## config.mk

```make
export PLATFORM = sky130hd
export DESIGN_NAME = edge_rate_window_counter
export DESIGN_NICKNAME = d
export VERILOG_FILES = /design/src/design/erwc_pkg.sv /design/src/design/edge_rate_window_counter.sv /design/src/design/erwc_scan.sv
export SDC_FILE = /design/constraint.sdc
export NUM_CORES = 1
export LEC_CHECK = 0
export ABC_CLOCK_PERIOD_IN_PS = 5800
export BUFFER_PORTS_ARGS = -buffer_cell sky130_fd_sc_hd__buf_4
export CAP_MARGIN = 15
export CORE_MARGIN = 3
export CORE_UTILIZATION = 56
export CTS_CLUSTER_DIAMETER = 200
export DETAILED_ROUTE_END_ITERATION = 7
export GPL_TIMING_DRIVEN = 0
export PLACE_DENSITY = 0.86
export SKIP_CTS_REPAIR_TIMING = 1
export SYNTH_ARGS = -nofsm -noshare
export SYNTH_HDL_FRONTEND = slang
export SYNTH_HIERARCHICAL = 1
export SYNTH_SLANG_ARGS = --single-unit
```

## constraint.sdc

```tcl
create_clock -name i_clk -period 5.8 [get_ports i_clk]
set_input_delay 1.74 -clock i_clk [delete_from_list [all_inputs] [get_ports i_clk]]
set_output_delay 1.74 -clock i_clk [all_outputs]
set_load 0.01 [all_outputs]
```

## src/design/erwc_pkg.sv

```systemverilog
// ----------------------------------------------------------------------------
// erwc_pkg
// Shared types and constants for the edge rate window counter.
// ----------------------------------------------------------------------------
package erwc_pkg;

    localparam int unsigned ACT_W  = 2;
    localparam int unsigned TS_W   = 32;
    localparam int unsigned WIN_W  = 16;
    localparam int unsigned RATE_W = 5;

    localparam logic [ACT_W-1:0] ACT_EDGE  = 2'd0;
    localparam logic [ACT_W-1:0] ACT_QUERY = 2'd1;
    localparam logic [ACT_W-1:0] ACT_CLEAR = 2'd2;

    localparam logic [WIN_W-1:0] WINDOW_RESET = 16'd1000;

    typedef struct packed {
        logic [ACT_W-1:0] action;
        logic [TS_W-1:0]  timestamp;
    } t_in_item;

    typedef struct packed {
        logic [RATE_W-1:0] rate;
        logic [RATE_W-1:0] peak_rate;
    } t_out_item;

endpackage

```

## src/design/edge_rate_window_counter.sv

```systemverilog
// ----------------------------------------------------------------------------
// edge_rate_window_counter
// Sliding-window event rate counter over a ring of recent edge stamps.
// ----------------------------------------------------------------------------
// Usage:
//   Input channel (i_in_valid / o_in_stall / i_in_data) carries one item per
//   beat: record edge, query rate or clear. Output channel (o_out_valid /
//   i_out_stall / o_out_data) returns rate and peak for each query only.
//   Config channel (i_cfg_valid / o_cfg_ready / i_cfg_data) writes window_ms;
//   write it only while the block is idle.
// Timing:
//   Edge, clear and unused codes are taken without stalling the input. A
//   query walks the filled stamp entries through the single read port of the
//   stamp store, one entry per cycle. Its count is registered as the rate,
//   the block waits in a hold state until the output register is free, and
//   the result is then loaded there; the next item is taken once idle again.
//   o_in_stall stays high while a query is in progress.
// Reset:
//   Synchronous, active low. Head, fill count and peak clear, window_ms
//   returns to 1000. The stamp store is not swept: only entries below the
//   fill count are ever read.
// Back-pressure:
//   The result sits in an output register; new items are taken while it waits.
//   A query finishing while that register is still held waits for it to drain.
// ----------------------------------------------------------------------------
module edge_rate_window_counter #(
    parameter int unsigned CAPACITY = 16
) (
    input  logic                         i_clk,
    input  logic                         i_rst_n,
    input  logic                         i_in_valid,
    output logic                         o_in_stall,
    input  erwc_pkg::t_in_item           i_in_data,
    output logic                         o_out_valid,
    input  logic                         i_out_stall,
    output erwc_pkg::t_out_item          o_out_data,
    input  logic                         i_cfg_valid,
    output logic                         o_cfg_ready,
    input  logic [erwc_pkg::WIN_W-1:0]   i_cfg_data
);

    localparam int unsigned HEAD_W = $clog2(CAPACITY);
    localparam int unsigned CNT_W  = $clog2(CAPACITY + 1);

    localparam logic [1:0] S_IDLE = 2'd0;
    localparam logic [1:0] S_SCAN = 2'd1;
    localparam logic [1:0] S_HOLD = 2'd2;

    logic [1:0]                 r_state;
    logic [1:0]                 n_state;
    logic [HEAD_W-1:0]          r_head;
    logic [CNT_W-1:0]           r_fill;
    logic [CNT_W-1:0]           r_peak;
    logic [CNT_W-1:0]           r_rate;
    logic [erwc_pkg::WIN_W-1:0] r_window;
    logic                       r_out_vld;
    erwc_pkg::t_out_item        r_out;

    logic                       in_acc;
    logic                       is_edge;
    logic                       is_query;
    logic                       is_clear;
    logic                       scan_done;
    logic [CNT_W-1:0]           scan_rate;
    logic                       out_free;
    logic                       load_out;
    logic [CNT_W-1:0]           peak_next;

    assign o_in_stall  = (r_state != S_IDLE);
    assign in_acc      = i_in_valid && !o_in_stall;
    assign is_edge     = in_acc && (i_in_data.action == erwc_pkg::ACT_EDGE);
    assign is_query    = in_acc && (i_in_data.action == erwc_pkg::ACT_QUERY);
    assign is_clear    = in_acc && (i_in_data.action == erwc_pkg::ACT_CLEAR);
    assign out_free    = !r_out_vld || !i_out_stall;
    assign load_out    = (r_state == S_HOLD) && out_free;
    assign peak_next   = (r_rate > r_peak) ? r_rate : r_peak;
    assign o_out_valid = r_out_vld;
    assign o_out_data  = r_out;
    assign o_cfg_ready = 1'b1;

    erwc_scan #(
        .CAPACITY (CAPACITY)
    ) u_scan (
        .i_clk     (i_clk),
        .i_rst_n   (i_rst_n),
        .i_wr_en   (is_edge),
        .i_wr_addr (r_head),
        .i_wr_data (i_in_data.timestamp),
        .i_start   (is_query),
        .i_now     (i_in_data.timestamp),
        .i_window  (r_window),
        .i_fill    (r_fill),
        .o_done    (scan_done),
        .o_rate    (scan_rate)
    );

    always_comb begin
        n_state = r_state;
        case (r_state)
            S_IDLE: begin
                if (is_query) begin
                    n_state = S_SCAN;
                end
            end
            S_SCAN: begin
                if (scan_done) begin
                    n_state = S_HOLD;
                end
            end
            S_HOLD: begin
                if (out_free) begin
                    n_state = S_IDLE;
                end
            end
            default: begin
                n_state = S_IDLE;
            end
        endcase
    end

    always_ff @(posedge i_clk) begin
        if (!i_rst_n) begin
            r_state   <= S_IDLE;
            r_head    <= '0;
            r_fill    <= '0;
            r_peak    <= '0;
            r_window  <= erwc_pkg::WINDOW_RESET;
            r_out_vld <= 1'b0;
        end else begin
            r_state <= n_state;
            if (i_cfg_valid && o_cfg_ready) begin
                r_window <= i_cfg_data;
            end
            if (is_edge) begin
                r_head <= (r_head == HEAD_W'(CAPACITY - 1)) ? '0 : r_head + HEAD_W'(1);
                if (r_fill != CNT_W'(CAPACITY)) begin
                    r_fill <= r_fill + CNT_W'(1);
                end
            end
            if (is_clear) begin
                r_head <= '0;
                r_fill <= '0;
                r_peak <= '0;
            end
            if (load_out) begin
                r_peak    <= peak_next;
                r_out_vld <= 1'b1;
            end else if (!i_out_stall) begin
                r_out_vld <= 1'b0;
            end
        end
    end

    always_ff @(posedge i_clk) begin
        if ((r_state == S_SCAN) && scan_done) begin
            r_rate <= scan_rate;
        end
        if (load_out) begin
            r_out.rate      <= erwc_pkg::RATE_W'(r_rate);
            r_out.peak_rate <= erwc_pkg::RATE_W'(peak_next);
        end
    end

endmodule

```

## src/design/erwc_scan.sv

```systemverilog
// ----------------------------------------------------------------------------
// erwc_scan
// Stamp store with one write port and a registered read port, plus the
// sequencer that walks the filled entries and counts those inside the window.
// ----------------------------------------------------------------------------
module erwc_scan #(
    parameter int unsigned CAPACITY = 16
) (
    input  logic                                 i_clk,
    input  logic                                 i_rst_n,
    input  logic                                 i_wr_en,
    input  logic [$clog2(CAPACITY)-1:0]          i_wr_addr,
    input  logic [erwc_pkg::TS_W-1:0]            i_wr_data,
    input  logic                                 i_start,
    input  logic [erwc_pkg::TS_W-1:0]            i_now,
    input  logic [erwc_pkg::WIN_W-1:0]           i_window,
    input  logic [$clog2(CAPACITY+1)-1:0]        i_fill,
    output logic                                 o_done,
    output logic [$clog2(CAPACITY+1)-1:0]        o_rate
);

    localparam int unsigned HEAD_W = $clog2(CAPACITY);
    localparam int unsigned CNT_W  = $clog2(CAPACITY + 1);

    logic [erwc_pkg::TS_W-1:0] r_mem [CAPACITY];
    logic [erwc_pkg::TS_W-1:0] r_rd_data;
    logic [erwc_pkg::TS_W-1:0] r_now;
    logic [CNT_W-1:0]          r_idx;
    logic [CNT_W-1:0]          r_fill;
    logic [CNT_W-1:0]          r_rate;
    logic                      r_busy;
    logic                      r_eval;

    logic                      issue;
    logic                      hit;
    logic [erwc_pkg::TS_W-1:0] age;

    assign issue  = r_busy && (r_idx < r_fill);
    assign age    = r_now - r_rd_data;
    // stamps later than now are skipped; window is open at the far end
    assign hit    = (r_now >= r_rd_data) && (age < erwc_pkg::TS_W'(i_window));
    assign o_done = r_busy && !r_eval && !issue;
    assign o_rate = r_rate;

    always_ff @(posedge i_clk) begin
        if (i_wr_en) begin
            r_mem[i_wr_addr] <= i_wr_data;
        end
    end

    always_ff @(posedge i_clk) begin
        if (issue) begin
            r_rd_data <= r_mem[r_idx[HEAD_W-1:0]];
        end
    end

    always_ff @(posedge i_clk) begin
        if (i_start) begin
            r_now  <= i_now;
            r_fill <= i_fill;
        end
    end

    always_ff @(posedge i_clk) begin
        if (!i_rst_n) begin
            r_busy <= 1'b0;
            r_eval <= 1'b0;
            r_idx  <= '0;
            r_rate <= '0;
        end else if (i_start) begin
            r_busy <= 1'b1;
            r_eval <= 1'b0;
            r_idx  <= '0;
            r_rate <= '0;
        end else begin
            r_eval <= issue;
            if (issue) begin
                r_idx <= r_idx + CNT_W'(1);
            end
            if (r_eval && hit) begin
                r_rate <= r_rate + CNT_W'(1);
            end
            if (o_done) begin
                r_busy <= 1'b0;
            end
        end
    end

endmodule

```

; ---- Word level (Yosys, flattened, before mapping)
; Memory sizes are Yosys's and may differ from the RTL's. A register that Yosys moved wholly into a read port is not among the register bits.
; Cells that the tools add are included.
[word_totals]
input_bits = 55
mem_count = 1
ram_bits = 512
output_inout_bits = 13
regBits = 97
elab_cells = 76
[op_classes]
muxes = 14
add_sub_neg = 5
magnitude_cmp = 4
n_reduce_logical = 26
bitwise = 1
eq_ne = 10
[memory_table]
columns = memory, words, word_bits, rd, rd_clocked_by_memory_dff, write_ports, line_no
row1 = u_scan.r_mem, 16, 32, 1, 1, 1, erwc_scan.sv:25  ; logic [erwc_pkg::TS_W-1:0] r_mem [CAPACITY];
[op_table]
columns = cell, count
row1 = 32-bit >= comparator, 1
row2 = 32-bit by 16-bit < comparator with 1-bit output, 1
row3 = 32-bit subtractor, 1
row4 = "5-bit by 1-bit adder with 5-bit output, second input constant", 3
row5 = 5-bit 2-to-1 mux, 3
row6 = 1-bit logical AND, 11
row7 = 1-bit 2-to-1 mux, 6
row8 = 2-bit 2-to-1 mux, 3
row9 = "2-bit inequality test, second input constant", 3
row10 = 2-bit one-hot mux with 3 select lines, 1
row11 = 2-bit nonzero test, 3
row12 = 5-bit greater-than comparator, 1
row13 = 1-bit zero test, 5
row14 = 5-bit < comparator, 1
row15 = "5-bit inequality test, second input constant", 1
row16 = "4-bit by 1-bit adder with 4-bit output, second input constant", 1
row17 = "2-bit by 1-bit equality test with 1-bit output, second input constant", 2
row18 = "2-bit equality test, second input constant", 2
row19 = "4-bit equality test, second input constant", 1
row20 = 2-bit zero test, 2
row21 = 4-bit 2-to-1 mux, 1
row22 = 2-bit OR reduction, 2
row23 = 3-bit AND reduction, 1
row24 = "2-bit by 1-bit inequality test with 1-bit output, second input constant", 1
row25 = other kinds (3), 3

; ---- Depth between registers and ports, before layout
; Gate-level depths: netlist of run 1.
[depth]
word_depth = 6
ltp_mapped = 19
ltp_nobuf = 19

; ---- By module
; The synthesis of run 1 kept the hierarchy.
[by_module_without_submodules]
columns = module, n_inst, area_each_um2, cells_per_inst
row1 = erwc_scan, 1, 24656.1, 1258
row2 = edge_rate_window_counter, 1, 2089.5, 187

; ---- Worst setup path after synthesis of run 1
; Ideal clock, no wire load.
[synth_timing]
path_type = input port to flip-flop
start = in i_in_data[32] (netlist bit)
end = mem u_scan/r_mem[0][0] (netlist bit), enable pin
slack_ns = 0.082
stages = 5
setup_time_ns = 0.461
required_ns = 5.339
t_arrival_ns = 5.257
path_cell_list = or4b_1 -> buf_6 -> nor2_2 -> or3b_2 -> nor3_1
[synth_via]
elab_chain_len = 4
[synth_lines]
columns = item, line_no
row1 = "start, declared", edge_rate_window_counter.sv:33  ; input erwc_pkg::t_in_item i_in_data,
row2 = 2-bit zero test, edge_rate_window_counter.sv:71  ; assign is_edge = in_acc && (i_in_data.action == erwc_pkg::ACT_EDGE);
row3 = 1-bit logical AND, edge_rate_window_counter.sv:71
row4 = named net is_edge, edge_rate_window_counter.sv:60  ; logic is_edge;
row5 = 1-bit 2-to-1 mux, erwc_scan.sv:46  ; if (i_wr_en) begin
row6 = 1-bit 2-to-1 mux (not written as such), erwc_scan.sv:47  ; r_mem[i_wr_addr] <= i_wr_data;
row7 = "end, declared", erwc_scan.sv:25
; The timed path passes the listed nets, and every way through them passes these cells.

; ---- Worst setup path after layout of run 1
[layout_timing]
start = reg u_scan/r_rd_data[1] (netlist bit) (read register of u_scan.r_mem)
end = reg u_scan.r_rate[0], in the netlist u_scan/o_rate[0]
[layout_via]
elab_chain_len = 4
word_cells_on_any_way = 5
cone_classes = add/sub (1) / order compare (2) / reduce/logical (2)
[layout_lines]
columns = item, line_no
row1 = "start, declared", erwc_scan.sv:26  ; logic [erwc_pkg::TS_W-1:0] r_rd_data;
row2 = 32-bit subtractor, erwc_scan.sv:39  ; assign age = r_now - r_rd_data;
row3 = 32-bit by 16-bit < comparator with 1-bit output, erwc_scan.sv:41  ; assign hit = (r_now >= r_rd_data) && (age < erwc_pkg::TS_W'(i_window));
row4 = 1-bit logical AND (*), erwc_scan.sv:41
row5 = 1-bit logical AND (*), erwc_scan.sv:80  ; if (r_eval && hit) begin
row6 = "end signal, assigned", erwc_scan.sv:81  ; r_rate <= r_rate + CNT_W'(1);
row7 = "end, declared", erwc_scan.sv:30  ; logic [CNT_W-1:0] r_rate;
; Mark *: on every way between the ends. The rest lies on a longest branch, timed or not.
; A chain may end at the register's enable or synchronous reset.

==> results of run 1 <==
[worst paths after layout]
path | start | end | slack, ns | cells after the start
worst max-delay path | u_scan/r_rd_data[1] | u_scan/o_rate[0] | 0.35 | 19
worst min-delay path | u_scan/o_rate[4] | r_rate[4] | 0.45 | 0
worst max register to register | u_scan/r_rd_data[1] | u_scan/o_rate[0] | 0.35 | 19
worst min register to register | u_scan/o_rate[4] | r_rate[4] | 0.45 | 0
[report_power, final]
part / switching, uW / internal, uW
Sequential: 17.1 / 5080
Clock: 1720 / 2240
Combinational: 294 / 213
Total: 2030 / 7530
[logic make-up (layout without fill, tap and decap cells)]
logic type / count (synthesis) / after routing
xor gates and xnor gates: 28 / 28
buffers and inverters: 131 / 342
adders and majority gates: 62 / 62
other: 1 / 1
muxes: 194 / 194
AOI/OAI and AO/OA: 154 / 154
DFF: 641 / 641
and+or+nand+nor: 234 / 234
[placed cells by master, fill, tap and decap left out, drive strengths merged, types with 17 or more instances in the layout]
cell    count
a21oi      48
nor2       53
clkinv     22
o21ai      26
nand2      58
edfxtp    596
mux2i      29
nor2b      22
mux4      160
dfxtp      45
ha         61
clkbuf    105
buf       131
inv        72
nor3       17
[critical path, cell delays in order (launching register included)]
cell,delay [ns]
edfxtp_1,0.43
inv_1,0.09
ha_1,0.23
nor2b_1,0.13
o21ai_1,0.22
o21ai_1,0.26
a221oi_2,0.50
a21o_1,0.25
nand2_1,0.09
xor2_1,0.16
ha_1,0.20
nor4b_1,0.29
o221ai_1,0.16
a2111oi_0,0.46
nand3_1,0.11
or4_1,0.42
a211oi_1,0.53
nand4_4,0.24
nor4b_4,0.38
mux2i_1,0.22
[synthesized netlist by cell type (5+ instances only)]
master    number  area [um2]
and3_1         5        31.3
mux2i_1       29         290
nand2b_1      14        87.6
inv_1         67         251
edfxtp_1     596       17900
mux2_2         5        56.3
o21a_1        11        82.6
nand3_1        9        45.0
buf_2          5        25.0
nor2b_1       22         138
clkbuf_1      32         120
nor2_1        51         191
buf_6         10         113
ha_1          61         763
a31oi_1        6        37.5
nand2_1       57         214
o21ai_0       19        95.1
nand4_1       14        87.6
buf_1         14        52.6
a21oi_1       43         215
a21o_1        15         113
dfxtp_1       45         901
nor3_1        16        80.1
a211oi_1       5        37.5
mux4_2       160        3600
xnor2_1       12         105
o21ai_1        5        25.0
xor2_1        16         140
[final cells by class]
class / instances / share of cell area, %
timing repair buffer: 100 / 3.58
multi-input combinational: 673 / 24.3
inverter: 67 / 0.819
clock buffer: 72 / 5.18
buffer: 64 / 1.09
clock inverter: 39 / 1.29
tap: 607 / 2.47
sequential: 641 / 61.2
[flip-flops by register name (all words and copies together) (netlist names)]
register	cells
u_scan/r_mem	512
u_scan/r_now	32
u_scan/r_rd_data	32
r_window	16
o_out_data	10
r_fill	5
r_peak	5
r_rate	5
u_scan/o_rate	5
u_scan/r_fill	5
u_scan/r_idx	5
r_head	4
r_state	2
o_out_valid	1
u_scan/r_busy	1
u_scan/r_eval	1
[layer usage]
layer / global-route usage (%) / vias up / part of all wire [%] / wire length (um)
met4: 10.2 / 2 / 3.6 / 2320
met5: 0 / - / 0.020 / 13
met2: 42.6 / 824 / 49 / 32000
met1: 35.0 / 7461 / 38 / 24700
met3: 5.09 / 146 / 8.7 / 5620
li1: - / 6129 / - / -
[per-stage QoR]
| step | instances | utilization [%] | hold slack (ns) | area [um2] |
|---|---|---|---|---|
| 5_1_grt | 2263 | 65.5 | 0.464 | 30700 |
| 2_1_floorplan | 1445 | - | 0.421 | 26700 |
| 6_report | 2263 | 65.5 | 0.454 | 30700 |
| 3_3_place_gp | 2116 | 59.7 | 0.434 | 28000 |
| 3_5_place_dp | 2145 | 61.1 | 0.443 | 28600 |
| 4_1_cts | 2256 | 65.3 | 0.463 | 30600 |
==> impl_results.md, run 1 <==
* Max-Cap Viols at 0
* Arr. time, crit path at 6.00 ns
* Share of post-route cells with drive strength above 1 at 25.7%
* Final period demand of the worst path at 5.45 ns
* Netlist cell types at 89
* Crit Path Class: reg2reg
* Reg area at 18800 um2
* Sinks on Clock Net at 641
* Mean Syn Cell Area at 18.5 um2
* Nets@finish at 1725
* Dominant synthesized flop cell: edfxtp_1
* Largest family of logic cells by synthesized area: multiplexers
* Row count at 79
* Starting Density at 57.1%
* Die Height at 225 um
* Compound-cell area share of the yosys netlist at 3.99%
* Root Buffer: clkbuf_16
* Initial antenna violation count at 1
* Leakage at 0.0101 uW
* Clk_lat worst skew at 0.63 ns
* Hold Vio Cnt, Final at 0
* Average via count per standard cell at 6.43
* Xor-xnor portion of the synthesized cell area at 0.917%
* Rel. slew slack at 20.7%
* Mux share of post-synthesis cell area at 14.8%
* Power Total at 9560 uW
* Routed vias at 14600
* Diodes inserted at 0
* Max Clock Skew at 0.0226 ns
* Pwr/cell area at 311 nW/um2
* TritonCTS clock tree: done
* Synth Area in Simple Gates at 4.91%
* DP HPWL at 40700 um
* TNS Setup at 0 ns
* Fillers at 2972
* Final GP Congestion at 0.904
* Initial DRT Pass Iterations at 6
* RSZ-0062 raised after global routing: no
* DR DRC count at 0
* EDFF count, synth at 596
* Worst min-delay path class: reg2reg
* All-Layer GR Usage at 25.9%
* Post-synthesis instance area at 26700 um2
* Final worst path period share at 94.0%
* Crit-path max FO at 4
* DIE AREA at 50400 um2
* DR iter-0 viols at 1838
* Clk pin slew, worst setup/hold paths at 0.06 ns
* Peak Freq at 183 MHz
* Async SR Flop Fraction at 0%
* Largest net degree at the start of global routing at 29
* GRT overflow at 0
* WP data required at 6.34 ns
* WL/cell at 28.6 um
* CTS Buf Count at 61
* Core area at 46900 um2
* Pre-CTS setup slack at 0.551 ns
* Syn-to-layout area delta at 14.8%
* # H-tree levels at 2
* DIE WIDTH at 225 um
* Post-route ant nets at 0
* First-pass GRT wire length at 95800 um
* Final worst slack at 0.346 ns
* Slew Viols, Final at 0
* Routed wire length at 64700 um
* Final setup fails at 0
* Number of global-route vias before repair at 14900
* Worst setup EP type: register
* Seq/Total Area, Yosys at 70.3%
* IO Port Bufs at 64
* #FFs+latches synth at 641
* VDD IR max at 0.307 mV
* Worst-case clock buffer depth at 3
* Worst Setup Start Kind: register
* Yosys warnings at 6
* Area of the multi-input gates at 7470 um2
* Status: finished clean
* Syn Inst Count at 1445
* Syn nets at 1562
* Slew @ Worst Pin at 1.19 ns
* Top Ports at 68
* Adder-cell share of the synthesized area at 2.93%
No activity file was read; power rests on OpenSTA's default activity.
==> run 2, diff against run 1 <==
MAX_ROUTING_LAYER = met4   (was default)
PLACE_DENSITY = 0.75   (was 0.86)
==> impl_results.md, run 2 (same netlist as run 1, synthesis figures left out) <==
* Status: finished clean
* DR DRC count at 0
* # H-tree levels at 3
* Top Ports at 68
* WL/cell at 28.0 um
* DP Area at 28700 um2
* Arr. time, crit path at 5.96 ns
* Initial DRT Pass Iterations at 5
* Worst Reg-to-Reg Cells at 19
* Max stage delay on crit path at 0.49 ns
* Root Buffer: clkbuf_16
* Peak Freq at 184 MHz
* Critical Path Sink: u_scan/o_rate[4]
* Routed wire length at 63800 um
* Slew @ Worst Pin at 1.16 ns
* Die Height at 225 um
* Crit-path max FO at 4
* All-Layer GR Usage at 26.4%
* R2r startpoint: u_scan/r_rd_data[1]
* Fin area at 30800 um2
* Final GP Congestion at 0.876
* Area of the multi-input gates at 7480 um2
* Number of global-route vias before repair at 14600
* Final setup fails at 0
* VDD IR max at 0.190 mV
* Worst-case clock buffer depth at 3
* Max FFs per register at 512
* Crit Path Class: reg2reg
* Regs by FF count: u_scan/r_mem x512, u_scan/r_now x32, u_scan/r_rd_data x32
* Final worst path period share at 93.9%
* Initial antenna violation count at 1
* DP HPWL at 41300 um
* TritonCTS clock tree: done
* Max-Cap Viols at 0
* CTS Buf Count at 66
* Hold Vio Cnt, Final at 0
* Top reg by flops: u_scan/r_mem
* Average via count per standard cell at 6.37
* DIE AREA at 50400 um2
* R2R Path End: u_scan/o_rate[4]
* Net Sw Frac at 21.3%
* Largest net degree at the start of global routing at 27
* Starting Density at 57.1%
* Most frequent cells in the layout: edfxtp_1, mux4_2, buf_4, clkbuf_16, inv_1
* GRT overflow at 0
* Clk pwr share at 42.1%
* Max Clock Skew at 0.0351 ns
* Row count at 79
* Pint at 7600 uW
* Reg-to-reg slack, setup at 0.35 ns
* Slew Viols, Final at 0
* First-pass GRT wire length at 93400 um
* Critical path's slowest cell: a221oi_2
* Leakage at 0.0102 uW
* Syn-to-layout area delta at 15.3%
* IO Port Bufs at 64
* Worst setup EP type: register
* Rel. slew slack at 22.4%
* Worst Setup Start Kind: register
* Routed vias at 14500
* Sw Pwr at 2060 uW
* TNS Setup at 0 ns
* Sinks on Clock Net at 641
* RSZ-0062 raised after global routing: no
* Clk pin slew, worst setup/hold paths at 0.06 ns
* Commonest non-fill, non-tap cell in the layout: edfxtp_1
* Critical Path Start: u_scan/r_rd_data[1]
* Share of post-route cells with drive strength above 1 at 26.0%
* Fillers at 3048
* Register share of total power at 52.8%
* Post-route ant nets at 0
* Core area at 46900 um2
* Worst min-delay path class: reg2reg
* Comb power frac at 5.2%
* Final period demand of the worst path at 5.45 ns
* Reg area at 18800 um2
* DR iter-0 viols at 1544
* Worst path cell trace: inv_1 > ha_1 > nor2b_1 > o21ai_1 > o21ai_1 > a221oi_2 > a21o_1 > nand2_1 > xor2_1 > ha_1 > nor4b_1 > o221ai_1 > a2111oi_1 > nand3_1 > or4_1 > a211oi_1 > nand4_4 > nor4_2 > mux2i_1
* Clk_lat worst skew at 0.61 ns
* WP data required at 6.32 ns
* Nets@finish at 1733
* Pwr/cell area at 313 nW/um2
* DIE WIDTH at 225 um
-- run 2: changes by cell type in the layout (fill, tap and decap cells not counted), moves of 4 or more --
cell	before	now
clkinvlp_4	5	1
clkbuf_1	41	45
clkinv_2	9	16
clkbuf_16	62	68
-- run 2: critical path, delay by kind of cell, from the launching register on --
| kind | cells | cell delay [ns] |
|---|---|---|
| fa+ha+maj | 2 | 0.50 |
| mux | 1 | 0.23 |
| compound gates | 7 | 2.34 |
| xor+xnor | 1 | 0.16 |
| buf+inv | 1 | 0.06 |
| flops | 1 | 0.38 |
| simple gates | 7 | 1.70 |
-- run 2: layer usage --
metal,routed length (um),track usage [%],up-vias,part of all wire [%]
met4,1810,9.23,0,2.8
li1,-,-,6151,-
met1,25600,36.4,7497,40
met3,5360,4.24,128,8.4
met2,31000,40.8,735,49
met5,0,-,-,0
-- run 2: final cells by class --
type	count	share of cell area [%]
inverter	67	0.815
sequential	641	60.9
buffer	64	1.08
timing repair buffer	103	3.74
tap	607	2.46
clock buffer	82	5.69
antenna	1	0.00811
clock inverter	40	1.03
multi-input combinational	673	24.2
-- run 2: worst min path at each step --
stage,start,depth (start not counted),to
after floorplan,u_scan/o_rate[4],0,r_rate[4]
after global placement,u_scan/o_rate[4],0,r_rate[4]
after detailed placement,u_scan/o_rate[4],0,r_rate[4]
after CTS,u_scan/o_rate[4],0,r_rate[4]
after global routing,u_scan/o_rate[4],0,r_rate[4]
final,u_scan/o_rate[4],0,r_rate[4]
-- run 2: per-stage QoR --
| step | total power, uW | util [%] | worst slack [ns] | instances | hold WS, ns |
|---|---|---|---|---|---|
| floorplan | 5500 | - | 0.0818 | 1445 | 0.421 |
| global placement | 5660 | 59.7 | -2.95 | 2116 | 0.432 |
| detailed placement | 5690 | 61.3 | 0.398 | 2150 | 0.441 |
| CTS | 9730 | 65.7 | 0.360 | 2272 | 0.463 |
| global route | 9960 | 65.8 | 0.0448 | 2278 | 0.482 |
| finish | 9660 | 65.8 | 0.353 | 2278 | 0.463 |
-- run 2: power by group through the flow --
stage	clock, uW	sequential, uW	combinational (uW)
2_1_floorplan	0	5190	303
6_report	4070	5100	500
3_3_place_gp	0	5200	463
3_5_place_dp	0	5200	490
5_1_grt	4320	5100	542
4_1_cts	4140	5100	494
==> run 3, diff against run 2 <==
ABC_CLOCK_PERIOD_IN_PS = default   (was 5800)
PLACE_DENSITY = 0.72   (was 0.75)
==> impl_results.md, run 3 (same netlist as run 1, synthesis figures left out) <==
* Core area at 46900 um2
* Post-route ant nets at 0
* Rel. slew slack at 21.4%
* Fin area at 30800 um2
* Largest net degree at the start of global routing at 27
* Met1 usage at 36.6%
* Most frequent cells in the layout: edfxtp_1, mux4_2, clkbuf_16
* R2r startpoint: u_scan/r_rd_data[1]
* GRT overflow at 0
* Commonest non-fill, non-tap cell in the layout: edfxtp_1
* Pwr/cell area at 317 nW/um2
* TNS Setup at 0 ns
* Pint at 7740 uW
* CP delay by family, top: compound AO/OA/AOI/OAI gates
* DR iter-0 viols at 1472
* DP Area at 28600 um2
* Die Height at 225 um
* DR DRC count at 0
* # H-tree levels at 3
* DIE AREA at 50400 um2
* Clk pin slew, worst setup/hold paths at 0.06 ns
* Final cell count without fillers at 2273
* M2 GR Usage at 40.4%
* Comb power frac at 5.1%
* Starting Density at 57.1%
* Slew @ Worst Pin at 1.18 ns
* Top reg by flops: u_scan/r_mem
* Power Total at 9770 uW
* Critical Path Start: u_scan/r_rd_data[1]
* Crit Path Class: reg2reg
* Met3 GRT Util at 5.06%
* CTS Buf Count at 67
* Net Sw Frac at 20.8%
* Regs by FF count: u_scan/r_mem x512, u_scan/r_now x32, u_scan/r_rd_data x32
* Worst-case clock buffer depth at 3
* Share of post-route cells with drive strength above 1 at 25.5%
* Clk pwr share at 42.7%
* Final worst slack at 0.511 ns
* Busiest grt layer: met2
* Critical path's slowest cell: a2111oi_1
* First-pass GRT wire length at 92200 um
* R2R Path End: u_scan/o_rate[3]
* Status: finished clean
* Max-Cap Viols at 0
* Final setup fails at 0
* Initial antenna violation count at 2
* DP HPWL at 40300 um
* Register share of total power at 52.2%
* Clk_lat worst skew at 0.60 ns
* Top Ports at 68
* Max stage delay on crit path at 0.45 ns
* Worst Setup Start Kind: register
* Final period demand of the worst path at 5.29 ns
* Max Clock Skew at 0.0199 ns
* Beginning of the worst hold path: u_scan/o_rate[4]
* Number of global-route vias before repair at 14300
* VDD IR max at 0.300 mV
* Initial DRT Pass Iterations at 5
* Routed wire length at 61700 um
* Worst setup EP type: register
* Hold path cells at 0
* Hold Vio Cnt, Final at 0
* Critical path buffers and inverters at 1
* IO Port Bufs at 64
* Worst min-delay path class: reg2reg
* Pre-CTS setup slack at 0.512 ns
* Nets@finish at 1731
* Reg-to-reg slack, setup at 0.51 ns
* Fillers at 3099
* Worst path cell trace: inv_1 > ha_1 > nor2b_1 > o21ai_1 > o21ai_1 > a221oi_2 > a21o_1 > nand2_1 > xor2_1 > ha_1 > nor4b_1 > o221ai_1 > a2111oi_1 > nand3_1 > or4_1 > a211oi_1 > nand4_4 > nor4_2 > mux2i_1
* Arr. time, crit path at 5.80 ns
* Placed instance count at 2148
* DIE WIDTH at 225 um
* Slew Viols, Final at 0
* Leakage at 0.0101 uW
* RSZ-0062 raised after global routing: no
* Crit-path max FO at 4
* Syn-to-layout area delta at 15.2%
* Final worst path period share at 91.2%
* Row count at 79
* Worst Reg-to-Reg Cells at 19
* Routed vias at 14300
* WL/cell at 27.2 um
* Max FFs per register at 512
* Worst Hold Path EP: r_rate[4]
* Average via count per standard cell at 6.29
* Root Buffer: clkbuf_16
* Peak Freq at 189 MHz
* All-Layer GR Usage at 26.1%
* Sinks on Clock Net at 641
* Sw Pwr at 2030 uW
* Final GP Congestion at 0.892
* TritonCTS clock tree: done
* WP data required at 6.31 ns
run 3: cell count changes in the layout (fill, tap and decap cells not counted), moves of 2 or more:
cell        delta
clkbuf_8       +5
clkbuf_1       +7
clkinvlp_4     +2
clkinv_1       -3
buf_16        -10
clkinv_2      -12
buf_4          -2
inv_6          -5
buf_12         +8
run 3: worst register-to-register path, delay by kind of cell (launching register included):
family	cells	cell delay, ns
compound gates	7	2.29
xor+xnor	1	0.16
fa+ha+maj	2	0.42
buf+inv	1	0.08
flops	1	0.42
mux	1	0.23
simple gates	7	1.61
run 3: layout make-up:
cell class	instances	area, um2	area share (%)
Antenna cell	2	5.00	0.0163
Buffer	64	334	1.08
Clock buffer	95	1870	6.09
Clock inverter	24	265	0.861
Inverter	67	251	0.817
Multi-Input combinational cell	673	7480	24.3
Sequential cell	641	18800	61.0
Tap cell	607	759	2.47
Timing Repair Buffer	100	1030	3.36
run 3: layer usage:
layer / part of all wire [%] / wire (um)
met3: 6.8 / 4200
met2: 49 / 30100
met1: 42 / 26100
met4: 2.2 / 1350
met5: 0 / 0
run 3: per-stage QoR:
step	hold slack [ns]	utilization (%)
after floorplan	0.421	-
after global placement	0.433	59.7
after detailed placement	0.444	61.0
after CTS	0.456	65.6
after global routing	0.475	65.7
final	0.456	65.7
run 3: worst max path at each step:
| stage | slack [ns] | cells past startpoint | to |
|---|---|---|---|
| floorplan | 0.08 | 5 | u_scan/r_mem[0][0] |
| global placement | -3.11 | 6 | u_scan/r_mem[12][17] |
| detailed placement | 0.51 | 19 | u_scan/o_rate[3] |
| CTS | 0.48 | 19 | u_scan/o_rate[3] |
| global route | 0.13 | 19 | u_scan/o_rate[3] |
| finish | 0.51 | 19 | u_scan/o_rate[3] |
run 3: power by group through the flow:
stage	registers [uW]	clock network, uW	logic [uW]
after global routing	5100	4430	543
after detailed placement	5200	0	490
after CTS	5100	4250	493
final	5100	4170	494
after floorplan	5190	0	303
after global placement	5200	0	468
